File: src/dkr_pkg.sv
// ----------------------------------------------------------------------------
// dkr_pkg
// Shared types and constants of the debounced key report slot allocator.
// ----------------------------------------------------------------------------
`default_nettype none

package dkr_pkg;

  // Default sizes of the key table and the report
  localparam int NUM_KEYS_DEF  = 40;
  localparam int NUM_SLOTS_DEF = 6;
  // Report always carries this many key fields
  localparam int MAX_SLOTS     = 6;
  // Depth of the command queue between front and back
  localparam int QUEUE_DEPTH   = 2;

  // Field widths of an input item
  localparam int KEY_IDX_W = 6;
  localparam int SHIFT_W   = 6;
  localparam int CODE_W    = 8;
  localparam int MOD_W     = 8;

  // Owner codes of the key table: slot numbers below, then these
  localparam logic [2:0] OWN_MOD  = 3'd6;
  localparam logic [2:0] OWN_NONE = 3'd7;

  // Command kinds produced by the front
  typedef enum logic [1:0] {
    CMD_TICK,
    CMD_DOWN,
    CMD_UP
  } cmd_kind_t;

  // One classified item as it travels through the queue
  typedef struct packed {
    cmd_kind_t              kind;
    logic [KEY_IDX_W-1:0]   key_index;
    logic [SHIFT_W-1:0]     shift_index;
    logic                   has_mapping;
    logic [CODE_W-1:0]      keycode;
    logic [MOD_W-1:0]       modifier_mask;
    logic                   modifier_only;
    logic                   use_held_modifiers;
  } cmd_t;

endpackage

`default_nettype wire

File: src/dkr_queue.sv
// ----------------------------------------------------------------------------
// dkr_queue
// Small FIFO of classified items between the front and the back.
// ----------------------------------------------------------------------------
`default_nettype none

module dkr_queue
  import dkr_pkg::*;
#(
  parameter int DEPTH = QUEUE_DEPTH
) (
  input  wire logic clk,
  input  wire logic rst_n,
  input  wire logic wr_en,
  input  wire cmd_t wr_data,
  output logic      full,
  input  wire logic rd_en,
  output cmd_t      rd_data,
  output logic      empty
);

  localparam int PTR_W = (DEPTH > 1) ? $clog2(DEPTH) : 1;
  localparam int CNT_W = $clog2(DEPTH + 1);

  cmd_t             q_mem_r [DEPTH];
  logic [PTR_W-1:0] wr_ptr_r;
  logic [PTR_W-1:0] rd_ptr_r;
  logic [CNT_W-1:0] cnt_r;
  logic             push;
  logic             pop;

  assign full    = (cnt_r == CNT_W'(DEPTH));
  assign empty   = (cnt_r == '0);
  assign push    = wr_en && !full;
  assign pop     = rd_en && !empty;
  assign rd_data = q_mem_r[rd_ptr_r];

  // Store entries
  always_ff @(posedge clk) begin
    if (push) begin
      q_mem_r[wr_ptr_r] <= wr_data;
    end
  end

  // Advance pointers and occupancy
  always_ff @(posedge clk) begin
    if (!rst_n) begin
      wr_ptr_r <= '0;
      rd_ptr_r <= '0;
      cnt_r    <= '0;
    end else begin
      if (push) begin
        wr_ptr_r <= (wr_ptr_r == PTR_W'(DEPTH - 1)) ? '0 : wr_ptr_r + 1'b1;
      end
      if (pop) begin
        rd_ptr_r <= (rd_ptr_r == PTR_W'(DEPTH - 1)) ? '0 : rd_ptr_r + 1'b1;
      end
      if (push && !pop) begin
        cnt_r <= cnt_r + 1'b1;
      end else if (pop && !push) begin
        cnt_r <= cnt_r - 1'b1;
      end
    end
  end

endmodule

`default_nettype wire

File: src/dkr_front.sv
// ----------------------------------------------------------------------------
// dkr_front
// Input side: accepts items, drops samples of keys outside the matrix and
// classifies the rest into tick, down and up commands for the queue.
// ----------------------------------------------------------------------------
`default_nettype none

module dkr_front
  import dkr_pkg::*;
#(
  parameter int NUM_KEYS = NUM_KEYS_DEF
) (
  input  wire logic                 in_valid,
  output logic                      in_stall,
  input  wire logic                 in_func,
  input  wire logic [KEY_IDX_W-1:0] in_key_index,
  input  wire logic                 in_key_level,
  input  wire logic [SHIFT_W-1:0]   in_shift_index,
  input  wire logic                 in_has_mapping,
  input  wire logic [CODE_W-1:0]    in_keycode,
  input  wire logic [MOD_W-1:0]     in_modifier_mask,
  input  wire logic                 in_modifier_only,
  input  wire logic                 in_use_held_modifiers,
  input  wire logic                 q_full,
  output logic                      q_wr_en,
  output cmd_t                      q_wr_data
);

  localparam logic [7:0] KEY_LIMIT = 8'(NUM_KEYS);

  logic in_range;

  // Hold the input while the queue is full
  assign in_stall = q_full;
  assign in_range = ({2'b00, in_key_index} < KEY_LIMIT);

  // Classify and push; out-of-range samples are dropped here
  always_comb begin
    q_wr_data.kind               = in_func ? CMD_TICK : (in_key_level ? CMD_DOWN : CMD_UP);
    q_wr_data.key_index          = in_key_index;
    q_wr_data.shift_index        = in_shift_index;
    q_wr_data.has_mapping        = in_has_mapping;
    q_wr_data.keycode            = in_keycode;
    q_wr_data.modifier_mask      = in_modifier_mask;
    q_wr_data.modifier_only      = in_modifier_only;
    q_wr_data.use_held_modifiers = in_use_held_modifiers;
    q_wr_en = in_valid && !q_full && (in_func || in_range);
  end

endmodule

`default_nettype wire

File: src/dkr_back.sv
// ----------------------------------------------------------------------------
// dkr_back
// Execution side: per-key debounce and owner table in memory, report slots,
// held modifiers and the report output register.
// ----------------------------------------------------------------------------
`default_nettype none

module dkr_back
  import dkr_pkg::*;
#(
  parameter int NUM_KEYS  = NUM_KEYS_DEF,
  parameter int NUM_SLOTS = NUM_SLOTS_DEF
) (
  input  wire logic              clk,
  input  wire logic              rst_n,
  input  wire logic              q_empty,
  input  wire cmd_t              q_rd_data,
  output logic                   q_rd_en,
  output logic                   out_valid,
  input  wire logic              out_stall,
  output logic [CODE_W-1:0]      out_keys [MAX_SLOTS],
  output logic [MOD_W-1:0]       out_modifier_byte,
  output logic                   out_last
);

  localparam int KEY_W = (NUM_KEYS > 1) ? $clog2(NUM_KEYS) : 1;
  localparam int EXT_W = (KEY_W > KEY_IDX_W) ? KEY_W : KEY_IDX_W;
  localparam int CNT_W = $clog2(NUM_KEYS + 1);

  // Debounce phases
  typedef enum logic [1:0] {
    PH_UP,
    PH_GO_DOWN,
    PH_DOWN,
    PH_GO_UP
  } phase_t;

  typedef struct packed {
    phase_t     phase;
    logic [2:0] owner;
  } key_ent_t;

  typedef enum logic [1:0] {
    S_IDLE,
    S_EXEC,
    S_EMIT1,
    S_EMIT2
  } state_t;

  state_t             state_r;
  cmd_t               cmd_r;
  logic [KEY_W-1:0]   key_r;
  logic [EXT_W-1:0]   head_ext;
  logic [KEY_W-1:0]   head_key;

  key_ent_t           key_mem [NUM_KEYS];
  key_ent_t           rd_q_r;
  logic               mem_we;
  key_ent_t           mem_wdata;

  logic [NUM_KEYS-1:0]  phase_vld_r;
  logic [NUM_KEYS-1:0]  own_vld_r;
  logic [CNT_W-1:0]     own_cnt_r;
  logic [NUM_SLOTS-1:0] slot_busy_r;
  logic [CODE_W-1:0]    report_keys_r [NUM_SLOTS];
  logic [MOD_W-1:0]     report_mod_r;
  logic [MOD_W-1:0]     held_r;
  logic [SHIFT_W-1:0]   cur_shift_r;
  logic                 clear_pend_r;

  logic                 out_valid_r;
  logic [CODE_W-1:0]    out_keys_r [MAX_SLOTS];
  logic [MOD_W-1:0]     out_mod_r;
  logic                 out_last_r;

  logic [CODE_W-1:0]    rep_keys [MAX_SLOTS];
  logic                 out_free;
  logic                 emit_go;

  // Execute-step decisions
  phase_t               phase_cur;
  logic [2:0]           owner_cur;
  phase_t               phase_nxt;
  logic [2:0]           owner_nxt;
  logic [MOD_W-1:0]     held_nxt;
  logic [MOD_W-1:0]     rmod_nxt;
  logic [CNT_W-1:0]     cnt_nxt;
  logic [NUM_SLOTS-1:0] take_vec;
  logic [NUM_SLOTS-1:0] rel_vec;
  logic [NUM_SLOTS-1:0] free_oh;
  logic [2:0]           free_idx;
  logic                 free_found;
  logic                 code_match;
  logic                 do_press;
  logic                 do_release;
  logic                 emit_one;
  logic                 is_tick;
  logic                 tick_chg;

  assign head_ext = EXT_W'(q_rd_data.key_index);
  assign head_key = head_ext[KEY_W-1:0];
  assign q_rd_en  = (state_r == S_IDLE) && !q_empty;
  assign out_free = !out_valid_r || !out_stall;
  assign emit_go  = (state_r inside {S_EMIT1, S_EMIT2}) && out_free;
  assign is_tick  = (cmd_r.kind == CMD_TICK);
  assign tick_chg = is_tick && (cmd_r.shift_index != cur_shift_r);

  // Widen the report to six fields; slots beyond the configured count read 0
  for (genvar g = 0; g < MAX_SLOTS; g++) begin : g_rep
    if (g < NUM_SLOTS) begin : g_used
      assign rep_keys[g] = report_keys_r[g];
    end else begin : g_unused
      assign rep_keys[g] = '0;
    end
  end

  // Key table: one read port at pop, one write port at execute
  always_ff @(posedge clk) begin
    rd_q_r <= key_mem[head_key];
    if (mem_we) begin
      key_mem[key_r] <= mem_wdata;
    end
  end

  assign mem_we    = (state_r == S_EXEC) && !is_tick;
  assign mem_wdata = '{phase: phase_nxt, owner: owner_nxt};

  // Find a matching keycode and the lowest free slot
  always_comb begin
    code_match = 1'b0;
    free_found = 1'b0;
    free_oh    = '0;
    free_idx   = '0;
    for (int i = 0; i < NUM_SLOTS; i++) begin
      if (report_keys_r[i] == cmd_r.keycode) begin
        code_match = 1'b1;
      end
      if (!slot_busy_r[i] && !free_found) begin
        free_found = 1'b1;
        free_oh[i] = 1'b1;
        free_idx   = 3'(i);
      end
    end
  end

  // Work out the effect of one sample
  always_comb begin
    phase_cur = phase_vld_r[key_r] ? rd_q_r.phase : PH_UP;
    owner_cur = own_vld_r[key_r] ? rd_q_r.owner : OWN_NONE;
    phase_nxt = phase_cur;
    owner_nxt = owner_cur;
    held_nxt  = held_r;
    rmod_nxt  = report_mod_r;
    take_vec  = '0;
    rel_vec   = '0;
    emit_one  = 1'b0;
    cnt_nxt   = own_cnt_r;

    do_press   = (cmd_r.kind == CMD_DOWN) && (phase_cur == PH_GO_DOWN);
    do_release = (cmd_r.kind == CMD_UP) && (phase_cur == PH_GO_UP);

    // advance debounce phase
    case (cmd_r.kind)
      CMD_DOWN: begin
        if (phase_cur == PH_UP) begin
          phase_nxt = PH_GO_DOWN;
        end else if (phase_cur == PH_GO_DOWN) begin
          phase_nxt = PH_DOWN;
        end
      end
      CMD_UP: begin
        if (phase_cur == PH_GO_DOWN || phase_cur == PH_GO_UP) begin
          phase_nxt = PH_UP;
        end else if (phase_cur == PH_DOWN) begin
          phase_nxt = PH_GO_UP;
        end
      end
      default: phase_nxt = phase_cur;
    endcase

    // confirmed press: hold modifiers or take a slot
    if (do_press && cmd_r.has_mapping) begin
      if (cmd_r.modifier_only) begin
        held_nxt  = held_r | cmd_r.modifier_mask;
        owner_nxt = OWN_MOD;
      end else if (!code_match && free_found) begin
        take_vec  = free_oh;
        owner_nxt = free_idx;
        rmod_nxt  = cmd_r.use_held_modifiers ? held_r : cmd_r.modifier_mask;
        emit_one  = 1'b1;
      end
    end

    // confirmed release: drop modifiers or free the slot
    if (do_release) begin
      if (owner_cur == OWN_MOD) begin
        if (cmd_r.modifier_only) begin
          held_nxt = held_r & ~cmd_r.modifier_mask;
          rmod_nxt = held_r & ~cmd_r.modifier_mask;
        end
        owner_nxt = OWN_NONE;
      end else if (owner_cur < 3'(NUM_SLOTS)) begin
        for (int i = 0; i < NUM_SLOTS; i++) begin
          rel_vec[i] = (owner_cur == 3'(i));
        end
        owner_nxt = OWN_NONE;
      end
      emit_one = 1'b1;
    end

    // track how many keys own something
    if (owner_cur == OWN_NONE && owner_nxt != OWN_NONE) begin
      cnt_nxt = own_cnt_r + 1'b1;
    end else if (owner_cur != OWN_NONE && owner_nxt == OWN_NONE) begin
      cnt_nxt = own_cnt_r - 1'b1;
    end
  end

  // Sequencer, table state and report register
  always_ff @(posedge clk) begin
    if (!rst_n) begin
      state_r      <= S_IDLE;
      phase_vld_r  <= '0;
      own_vld_r    <= '0;
      own_cnt_r    <= '0;
      slot_busy_r  <= '0;
      report_mod_r <= '0;
      held_r       <= '0;
      cur_shift_r  <= '0;
      clear_pend_r <= 1'b0;
      out_valid_r  <= 1'b0;
      out_last_r   <= 1'b0;
      for (int i = 0; i < NUM_SLOTS; i++) begin
        report_keys_r[i] <= '0;
      end
    end else begin
      // raise the report when sent, drop it once taken
      if (emit_go) begin
        out_valid_r <= 1'b1;
      end else if (!out_stall) begin
        out_valid_r <= 1'b0;
      end
      case (state_r)
        S_IDLE: begin
          if (!q_empty) begin
            cmd_r   <= q_rd_data;
            key_r   <= head_key;
            state_r <= S_EXEC;
          end
        end
        S_EXEC: begin
          if (is_tick) begin
            clear_pend_r <= 1'b0;
            if (tick_chg) begin
              own_vld_r    <= '0;
              own_cnt_r    <= '0;
              slot_busy_r  <= '0;
              report_mod_r <= '0;
              held_r       <= '0;
              cur_shift_r  <= cmd_r.shift_index;
              for (int i = 0; i < NUM_SLOTS; i++) begin
                report_keys_r[i] <= '0;
              end
              state_r <= S_EMIT1;
            end else begin
              state_r <= S_IDLE;
            end
          end else begin
            phase_vld_r[key_r] <= 1'b1;
            own_vld_r[key_r]   <= 1'b1;
            own_cnt_r          <= cnt_nxt;
            held_r             <= held_nxt;
            report_mod_r       <= rmod_nxt;
            for (int i = 0; i < NUM_SLOTS; i++) begin
              if (take_vec[i]) begin
                slot_busy_r[i]   <= 1'b1;
                report_keys_r[i] <= cmd_r.keycode;
              end else if (rel_vec[i]) begin
                slot_busy_r[i]   <= 1'b0;
                report_keys_r[i] <= '0;
              end
            end
            clear_pend_r <= do_release && (cnt_nxt == '0);
            state_r      <= emit_one ? S_EMIT1 : S_IDLE;
          end
        end
        S_EMIT1: begin
          if (out_free) begin
            out_keys_r  <= rep_keys;
            out_mod_r   <= report_mod_r;
            out_last_r  <= !clear_pend_r;
            if (clear_pend_r) begin
              // nothing held any more: clear all slots and owners
              own_vld_r    <= '0;
              own_cnt_r    <= '0;
              slot_busy_r  <= '0;
              report_mod_r <= '0;
              held_r       <= '0;
              for (int i = 0; i < NUM_SLOTS; i++) begin
                report_keys_r[i] <= '0;
              end
              state_r <= S_EMIT2;
            end else begin
              state_r <= S_IDLE;
            end
          end
        end
        S_EMIT2: begin
          if (out_free) begin
            out_keys_r  <= rep_keys;
            out_mod_r   <= report_mod_r;
            out_last_r  <= 1'b1;
            state_r     <= S_IDLE;
          end
        end
        default: state_r <= S_IDLE;
      endcase
    end
  end

  assign out_valid         = out_valid_r;
  assign out_keys          = out_keys_r;
  assign out_modifier_byte = out_mod_r;
  assign out_last          = out_last_r;

`ifndef ASSERT_OFF
  // The owner count never exceeds the number of keys
  a_cnt_range: assert property (@(posedge clk) disable iff (!rst_n)
    own_cnt_r <= CNT_W'(NUM_KEYS))
    else $error("owner count out of range");

  // A changed shift index leaves nothing held or owned
  a_tick_clear: assert property (@(posedge clk) disable iff (!rst_n)
    (state_r == S_EXEC && tick_chg) |=> (own_cnt_r == '0 && held_r == '0 && slot_busy_r == '0))
    else $error("shift change did not clear");

  // The report before an all-clear is not the last one
  a_first_of_two: assert property (@(posedge clk) disable iff (!rst_n)
    (state_r == S_EMIT1 && out_free && clear_pend_r) |=>
      (out_valid_r && !out_last_r && state_r == S_EMIT2))
    else $error("first of two reports marked last");

  // The all-clear report is empty and last
  a_clear_report: assert property (@(posedge clk) disable iff (!rst_n)
    (state_r == S_EMIT2 && out_free) |=> (out_valid_r && out_last_r && out_mod_r == '0))
    else $error("all-clear report malformed");
`endif

endmodule

`default_nettype wire

File: src/debounced_key_report_slot_allocator.sv
// ----------------------------------------------------------------------------
// debounced_key_report_slot_allocator
// Debounces key scan samples, allocates report slots for pressed keys, tracks
// held modifiers and emits key reports; shift changes clear the report.
//
//   channel | direction | handshake          | payload
//   --------+-----------+--------------------+----------------------------------
//   in_     | input     | in_valid/in_stall   | func, key, level, shift, keymap
//   out_    | output    | out_valid/out_stall | six keycodes, modifier byte, last
//
// An item passes through the back's sequencer: key table read, execute, then
// one report step per report, if it emits any.
// A two-entry queue lets the front accept items while the back works.
// Reset is synchronous and clears the key table through valid bits at once.
// A stalled output holds the back in its report step; items queue up ahead.
// ----------------------------------------------------------------------------
`default_nettype none

module debounced_key_report_slot_allocator
  import dkr_pkg::*;
#(
  parameter int NUM_KEYS  = NUM_KEYS_DEF,
  parameter int NUM_SLOTS = NUM_SLOTS_DEF
) (
  input  wire logic                 clk,
  input  wire logic                 rst_n,
  input  wire logic                 in_valid,
  output logic                      in_stall,
  input  wire logic                 in_func,
  input  wire logic [KEY_IDX_W-1:0] in_key_index,
  input  wire logic                 in_key_level,
  input  wire logic [SHIFT_W-1:0]   in_shift_index,
  input  wire logic                 in_has_mapping,
  input  wire logic [CODE_W-1:0]    in_keycode,
  input  wire logic [MOD_W-1:0]     in_modifier_mask,
  input  wire logic                 in_modifier_only,
  input  wire logic                 in_use_held_modifiers,
  output logic                      out_valid,
  input  wire logic                 out_stall,
  output logic [CODE_W-1:0]         out_report_key0,
  output logic [CODE_W-1:0]         out_report_key1,
  output logic [CODE_W-1:0]         out_report_key2,
  output logic [CODE_W-1:0]         out_report_key3,
  output logic [CODE_W-1:0]         out_report_key4,
  output logic [CODE_W-1:0]         out_report_key5,
  output logic [MOD_W-1:0]          out_report_modifier_byte,
  output logic                      out_last
);

  logic              q_full;
  logic              q_empty;
  logic              q_wr_en;
  logic              q_rd_en;
  cmd_t              q_wr_data;
  cmd_t              q_rd_data;
  logic [CODE_W-1:0] out_keys [MAX_SLOTS];

  // Accept and classify
  dkr_front #(
    .NUM_KEYS (NUM_KEYS)
  ) u_front (
    .in_valid              (in_valid),
    .in_stall              (in_stall),
    .in_func               (in_func),
    .in_key_index          (in_key_index),
    .in_key_level          (in_key_level),
    .in_shift_index        (in_shift_index),
    .in_has_mapping        (in_has_mapping),
    .in_keycode            (in_keycode),
    .in_modifier_mask      (in_modifier_mask),
    .in_modifier_only      (in_modifier_only),
    .in_use_held_modifiers (in_use_held_modifiers),
    .q_full                (q_full),
    .q_wr_en               (q_wr_en),
    .q_wr_data             (q_wr_data)
  );

  // Decouple front and back
  dkr_queue #(
    .DEPTH (QUEUE_DEPTH)
  ) u_queue (
    .clk     (clk),
    .rst_n   (rst_n),
    .wr_en   (q_wr_en),
    .wr_data (q_wr_data),
    .full    (q_full),
    .rd_en   (q_rd_en),
    .rd_data (q_rd_data),
    .empty   (q_empty)
  );

  // Execute and report
  dkr_back #(
    .NUM_KEYS  (NUM_KEYS),
    .NUM_SLOTS (NUM_SLOTS)
  ) u_back (
    .clk               (clk),
    .rst_n             (rst_n),
    .q_empty           (q_empty),
    .q_rd_data         (q_rd_data),
    .q_rd_en           (q_rd_en),
    .out_valid         (out_valid),
    .out_stall         (out_stall),
    .out_keys          (out_keys),
    .out_modifier_byte (out_report_modifier_byte),
    .out_last          (out_last)
  );

  assign out_report_key0 = out_keys[0];
  assign out_report_key1 = out_keys[1];
  assign out_report_key2 = out_keys[2];
  assign out_report_key3 = out_keys[3];
  assign out_report_key4 = out_keys[4];
  assign out_report_key5 = out_keys[5];

endmodule

`default_nettype wire
File: config.mk
export PLATFORM = sky130hd
export DESIGN_NAME = debounced_key_report_slot_allocator
export DESIGN_NICKNAME = d
export VERILOG_FILES = /design/src/dkr_pkg.sv /design/src/dkr_queue.sv /design/src/dkr_front.sv /design/src/dkr_back.sv /design/src/debounced_key_report_slot_allocator.sv
export SDC_FILE = /design/constraint.sdc
export NUM_CORES = 1
export LEC_CHECK = 0
export ABC_AREA = 1
export BUFFER_PORTS_ARGS = -buffer_cell sky130_fd_sc_hd__buf_4
export CORE_MARGIN = 2
export CORE_UTILIZATION = 45
export CTS_BUF_LIST = sky130_fd_sc_hd__clkbuf_4 sky130_fd_sc_hd__clkbuf_8
export CTS_CLUSTER_SIZE = 28
export DETAILED_ROUTE_END_ITERATION = 10
export GPL_TIMING_DRIVEN = 0
export PLACE_DENSITY_LB_ADDON = 0.3
export SLEW_MARGIN = 25
export SYNTH_ARGS = -nofsm -noshare
export SYNTH_HDL_FRONTEND = slang
export SYNTH_SLANG_ARGS = --single-unit
File: constraint.sdc
create_clock -name clk -period 12.8 [get_ports clk]
set_input_delay 3.84 -clock clk [delete_from_list [all_inputs] [get_ports clk]]
set_output_delay 3.84 -clock clk [all_outputs]
set_load 0.01 [all_outputs]
== Yosys cells after proc, flatten, opt, wreduce, memory -nomap -nowiden ==
Memory sizes are Yosys's and may differ from the RTL's. A register that Yosys moved wholly into a read port is not among the register bits.
Index checks and enable logic that the tools add are counted.
Cells by class
  add/subtract/negate cells: 6
  $mul: 0
  div/mod/pow operators: 0
  order comparisons: 4
  equal/unequal tests: 38
  shift operators: 0
  mux-type cells: 223
  bitwise operators: 31
  reductions and logical operators: 67
Operators by type and width (count)
  8-bit two-way mux: 41
  40-bit two-way mux: 4
  1-bit two-way mux: 127
  40-bit OR: 2
  40-bit case mux with 2 select lines: 1
  6-bit two-way mux: 13
  8-bit == test: 6
  2-bit two-way mux: 18
  8-bit case mux with 2 select lines: 2
  5-bit AND reduction: 6
  3-bit two-way mux: 9
  4-bit by 1-bit != test with 1-bit output (second input constant): 6
  1-bit OR: 24
  6-bit case mux with 2 select lines: 2
  1-bit logical AND: 23
  1-bit logical NOT: 18
  3-bit == test (second input constant): 5
  3-bit AND reduction: 5
  1-bit binary-select mux with 6-bit select: 2
  2-bit == test (second input constant): 6
  3-bit != test (second input constant): 3
  8-bit AND: 1
  2-bit logical NOT: 4
  2-bit by 1-bit != test with 1-bit output (second input constant): 4
  other kinds (28): 37
Word-level totals
  flip-flop bits (word level): 212
  latch bits: 0
  memory bits (writable): 314
  memory bits (read-only): 0
  input port bits: 37
  output and inout port bits: 59
  word-level logic and storage cells: 406
  memories: 3
Memories
  u_back.key_mem: depth 40, width 5, read ports 1, clocked after Yosys merged registers in 1, wr ports 1, line dkr_back.sv:56  | key_ent_t key_mem [NUM_KEYS];
  u_queue.q_mem_r: depth 2, width 33, read ports 1, clocked after Yosys merged registers in 1, wr ports 1, line dkr_queue.sv:25  | cmd_t q_mem_r [DEPTH];
  u_back.report_keys_r: depth 6, width 8, read ports 6, clocked after Yosys merged registers in 0, wr ports 6, line dkr_back.sv:65  | logic [CODE_W-1:0] report_keys_r [NUM_SLOTS];

== Logic depth before layout (Yosys ltp) ==
  depth in word-level cells: 29
  depth in mapped cells: 32
  depth with buffers taken out: 32

== Cells and area by module ==
A second synthesis with hierarchy kept.
Second synthesis, totals
  cell total of the unflattened synthesis: 2111
  area, all modules: 22479.1 um^2
Modules (own cells, without submodules)
  dkr_back: times used 1, cells an instance 1928, area an instance 19416.1 um^2, seq. area each 12602.1 um^2
  dkr_queue: times used 1, cells an instance 141, area an instance 2782.7 um^2, seq. area each 2082.0 um^2
  dkr_front: times used 1, cells an instance 42, area an instance 280.3 um^2, seq. area each 0.0 um^2

== Worst setup path before layout ==
No wires, ideal clock.
  kind: input -> register
  start: input rst_n
  end: register u_back.out_keys_r, in the netlist u_back.out_keys[0] (enable)
  library setup time: 0.470 ns
  arrival time: 6.481 ns
  data required time: 12.330 ns
  path slack: 5.849 ns
  cell stages on the path: 3
  buffers on the path: 1
  cell sequence: clkbuf_1 -> nand2_1 -> nor2_1
On the way
  word-level cells in the longest chain between the ends: 1
Ends and longest elaborated chain
  from (decl): line debounced_key_report_slot_allocator.sv:26  | input wire logic rst_n,
  3-bit AND reduction (no line)
  to (signal assigned): line dkr_back.sv:289  | out_keys_r <= rep_keys;
  to (signal assigned): line dkr_back.sv:310  | out_keys_r <= rep_keys;
  to (decl): line dkr_back.sv:72  | logic [CODE_W-1:0] out_keys_r [MAX_SLOTS];
No other way between the ends.
A chain may end at the register's enable or synchronous reset.

== Worst setup path after layout ==
  start: register u_back.key_r[1]
  end: register u_back.clear_pend_r
On the way
  word-level cells in the longest chain between the ends: 17
  elaborated cells between the ends (all ways): 30
  those cells by class: order compare: 1; eq/ne: 7; mux: 15; reduce/logical: 7
Ends and longest elaborated chain
  from (decl): line dkr_back.sv:52  | logic [KEY_W-1:0] key_r;
  from (signal assigned): line dkr_back.sv:247  | key_r <= head_key;
  1-bit binary-select mux with 6-bit select: line dkr_back.sv:148  | phase_cur = phase_vld_r[key_r] ? rd_q_r.phase : PH_UP;
  1-bit two-way mux (implied by the code): line dkr_back.sv:148
  2-bit two-way mux: line dkr_back.sv:148
  2-bit by 1-bit == test with 1-bit output: line dkr_back.sv:159  | do_press = (cmd_r.kind == CMD_DOWN) && (phase_cur == PH_GO_DOWN);
  1-bit logical AND: line dkr_back.sv:159
  1-bit logical AND: line dkr_back.sv:182  | if (do_press && cmd_r.has_mapping) begin
  3-bit two-way mux: line dkr_back.sv:182
  3-bit two-way mux: line dkr_back.sv:202  | end else if (owner_cur < 3'(NUM_SLOTS)) begin
  [... 2 more ...]
  via u_back.owner_nxt[0]: line dkr_back.sv:84  | logic [2:0] owner_nxt;
  3-bit == test: line dkr_back.sv:214  | end else if (owner_cur != OWN_NONE && owner_nxt == OWN_NONE) begin
  1-bit logical AND: line dkr_back.sv:214
  6-bit two-way mux: line dkr_back.sv:214
  6-bit two-way mux (*): line dkr_back.sv:212  | if (owner_cur == OWN_NONE && owner_nxt != OWN_NONE) begin
  6-bit logical NOT (*): line dkr_back.sv:283  | clear_pend_r <= do_release && (cnt_nxt == '0);
  1-bit logical AND (*): line dkr_back.sv:283
  1-bit two-way mux (*): line dkr_back.sv:252  | if (is_tick) begin
  to (signal assigned): line dkr_back.sv:283
  to (decl): line dkr_back.sv:69  | logic clear_pend_r;
Mark *: on every way through the listed nets, which the timed path passes. The rest lies on a longest branch. The select of a mux whose other input is x is not followed.

==> flow_summary.ini <==
[logic_synthesis]
synth_async_sr_flop_share_pct = 0
synth_area_sq_mm = 0.02218
ys_ff_latch = 532
synth_flop_cell = edfxtp_1
synth_commonest_cells = edfxtp_1, nand2_1, nor2_1, inv_1, o21ai_0
synth_area_leaders = edfxtp_1, dfxtp_1, nand2_1, nor2_1, o21ai_0
ys_types = 49
synth.avg_cell_area_sq_um = 10.54
ys_seq_area_share_pct = 66.19
synth_cells = 2105
yosys.area.top_type = edfxtp_1
synth_edf_count = 403
yosysMostFrequentCell = edfxtp_1
yosysWarnings = 0
synth_fp_nets = 2156
yosysTopAreaCellShare_pct = 54.55

[finish]
drive_gt1_share_pct = 13.72
stdcell_area_sq_mm = 0.02575
areaGrowthSynthToFinish_pct = 16.09
num-fill-cells = 4305
layout.nets = 2345

[clocking]
cts.clk_slew.worst_paths_ps = 60
cts-root-buf = clkbuf_8
htreeDepth = 3
clock-sinks = 532
clk_latency_ps = 670
ctsHoldBuffers = 0
cts_tree = done
clockBufferDepth = 3
cts.repair.resized = 0
cts_buffers = 86
postCtsSetupBuffers = 0

[die]
initial_utilization_pct = 45.41
die_h_um = 226.0
num_rows = 81
ios = 96
dieArea_sq_mm = 0.05109
core_sq_mm = 0.04885
dieWidth_um = 226.0

[worst_setup_path]
worstPathArrival_ps = 6530
endpoint_kind = register
crit_path_top_delay_cell = nor2_1
rr_worst_depth = 30
start_kind = register
path_class = register to register
reg2reg_from = u_back.key_r[1]
crit_fanout = 41
cpLargestDelayFamily = simple AND/OR/NAND/NOR gates
crit_path_frequent_cell = nand2_1
worstPathRequired_ps = 13390
max_stage_delay_ps = 720
r2r-end = u_back.clear_pend_r
crit_buf_inv = 7
rrSetupSlack_ps = 6860

[power_and_ir_drop]
p_per_area_mw_per_mm2 = 178.5
ir_worst_vdd_mv = 0.08860
p_leak_uw = 0.009279

[min_path]
hold-path-endpoint = u_back.own_vld_r[30]
min_path_cells = 2
min_path_type = register to register
hp-start = u_back.own_vld_r[30]

[timing]
setup_tns_ps = 0
finalHoldViolCount = 0
tightestPinTransition_ps = 1111
timing.final.crit_period_ps = 5939
fmax_mhz = 168.4
final-setup-viol-count = 0
drv_slew = 0
rsz0062_at_grt = no
clock_skew_ps = 29.06
slew-limit-headroom_pct = 25.66
period_share_pct = 46.40

[global_routing]
grt_pass1_vias = 15370
antenna_found_initial = 1
grt_pass1_wl_um = 86410
grt-ovfl-total = 0
grt_usage_pct = 22.25
grt_start_max_net_pins = 42

[detailed_routing]
vias_per_cell = 5.334
ant_nets = 0
wl_per_cell_um = 18.92
routed_wl_um = 57280
num_vias = 16150
post-route-drc-count = 0
detailedRoute.firstIterationViolations = 1509
dr.pass1.iters = 7

[placed_design]
portBuffers = 94
gp_congestion = 0.8825
dpl_cell_area_sq_mm = 0.02401
dpl.hpwl_um = 39530

[outcome]
outcome = finished, final reports clean

[run]
cap_violations = 0
==> state kept, by name, indices dropped and copies added (netlist names), 2 cells and up, named ones only <==
name                      count
u_back.key_mem              200
u_queue.q_mem_r              66
u_back.out_keys              48
u_back.report_keys_r         48
u_back.own_vld_r             40
u_back.phase_vld_r           40
u_back.cmd_r                 27
u_back.held_r                 8
u_back.out_modifier_byte      8
u_back.report_mod_r           8
u_back.cur_shift_r            6
u_back.key_r                  6
u_back.own_cnt_r              6
u_back.slot_busy_r            6
u_back.rd_q_r                 5
u_back.state_r                2
u_queue.cnt_r                 2
==> metal layers <==
metal	up-vias	global-route usage, %	share of wire (%)
met5	-	0	0
met4	0	8.786	2.9
met3	134	3.682	8.0
met2	709	35.45	46
met1	7696	30.52	43
li1	7607	-	-
==> cell families (layout without fill, tap and decap cells) <==
kind of cell,Yosys count,after routing,share of synthesized area (%)
simple gates,802,802,14.88
other cells,0,1,0
xor+xnor,46,46,1.816
flops,532,532,66.19
buf+inv,296,553,5.358
compound gates,415,415,10.96
fa+ha+maj,14,14,0.7896
==> power by group <==
part / switching (uW) / total, uW / internal [uW]
Combinational: 787 / 1070 / 283
Clock: 685 / 1450 / 769
Sequential: 62.6 / 2070 / 2010
Total: 1530 / 4600 / 3060
==> cell type report <==
class / instances / area (sq um) / area share [%]
Sequential cell: 532 / 14680 / 57.02
Multi-Input combinational cell: 1277 / 6451 / 25.05
Clock buffer: 109 / 1413 / 5.485
Timing Repair Buffer: 101 / 898.4 / 3.488
Tap cell: 664 / 830.8 / 3.226
Inverter: 203 / 764.5 / 2.968
Buffer: 93 / 424.2 / 1.647
Clock inverter: 47 / 285.3 / 1.108
Antenna cell: 1 / 2.502 / 0.009717
==> worst max-delay path by stage <==
stage,start,depth (start not counted),to,slack (ps)
final,u_back.key_r[1],30,u_back.clear_pend_r,6860
after global routing,u_back.key_r[1],30,u_back.clear_pend_r,6450
after CTS,u_back.key_r[1],30,u_back.clear_pend_r,6990
after detailed placement,rst_n,6,u_back.cmd_r[10],6650
after global placement,out_stall,4,u_back.out_keys[22],4750
after floorplan,rst_n,3,u_back.out_keys[0],5850
==> worst min-delay path: cells and delay by family (launching register included) <==
kind / cells / cell delay, ps
buffers and inverters: 1 / 40
DFF: 1 / 300
AOI/OAI and AO/OA: 1 / 50
==> placed cells by master, fill, tap and decap left out, drive strengths merged, types with 2 or more instances in the layout <==
| cell | instances |
|---|---|
| o21a | 7 |
| edfxtp | 403 |
| a221oi | 3 |
| xnor2 | 37 |
| nand3 | 65 |
| clkbuf | 175 |
| o31ai | 7 |
| a22o | 2 |
| or2 | 9 |
| buf | 128 |
| o21ai | 184 |
| nand2 | 395 |
| bufinv | 2 |
| dfxtp | 129 |
| nor3 | 24 |
| o41ai | 2 |
| o22ai | 46 |
| ha | 14 |
| clkinvlp | 3 |
| nor2 | 295 |
| clkinv | 42 |
| nand3b | 4 |
| nand4 | 9 |
| inv | 203 |
| a21oi | 100 |
| o221ai | 21 |
| xor2 | 9 |
| o211ai | 38 |
==> metrics by stage <==
stage | worst slack, ps | hold slack [ps] | total power [uW] | std cells | utilization [%]
CTS | 6994 | 447.7 | 4597 | 3026 | 52.63
floorplan | 5849 | 425.6 | 2740 | 2105 | -
detailed placement | 6652 | 437.9 | 3154 | 2870 | 49.16
global placement | 4747 | 433.5 | 3108 | 2863 | 48.56
finish | 6861 | 443.2 | 4597 | 3027 | 52.72
global route | 6449 | 456.2 | 4787 | 3027 | 52.72
(Power assumes the default switching activity.)
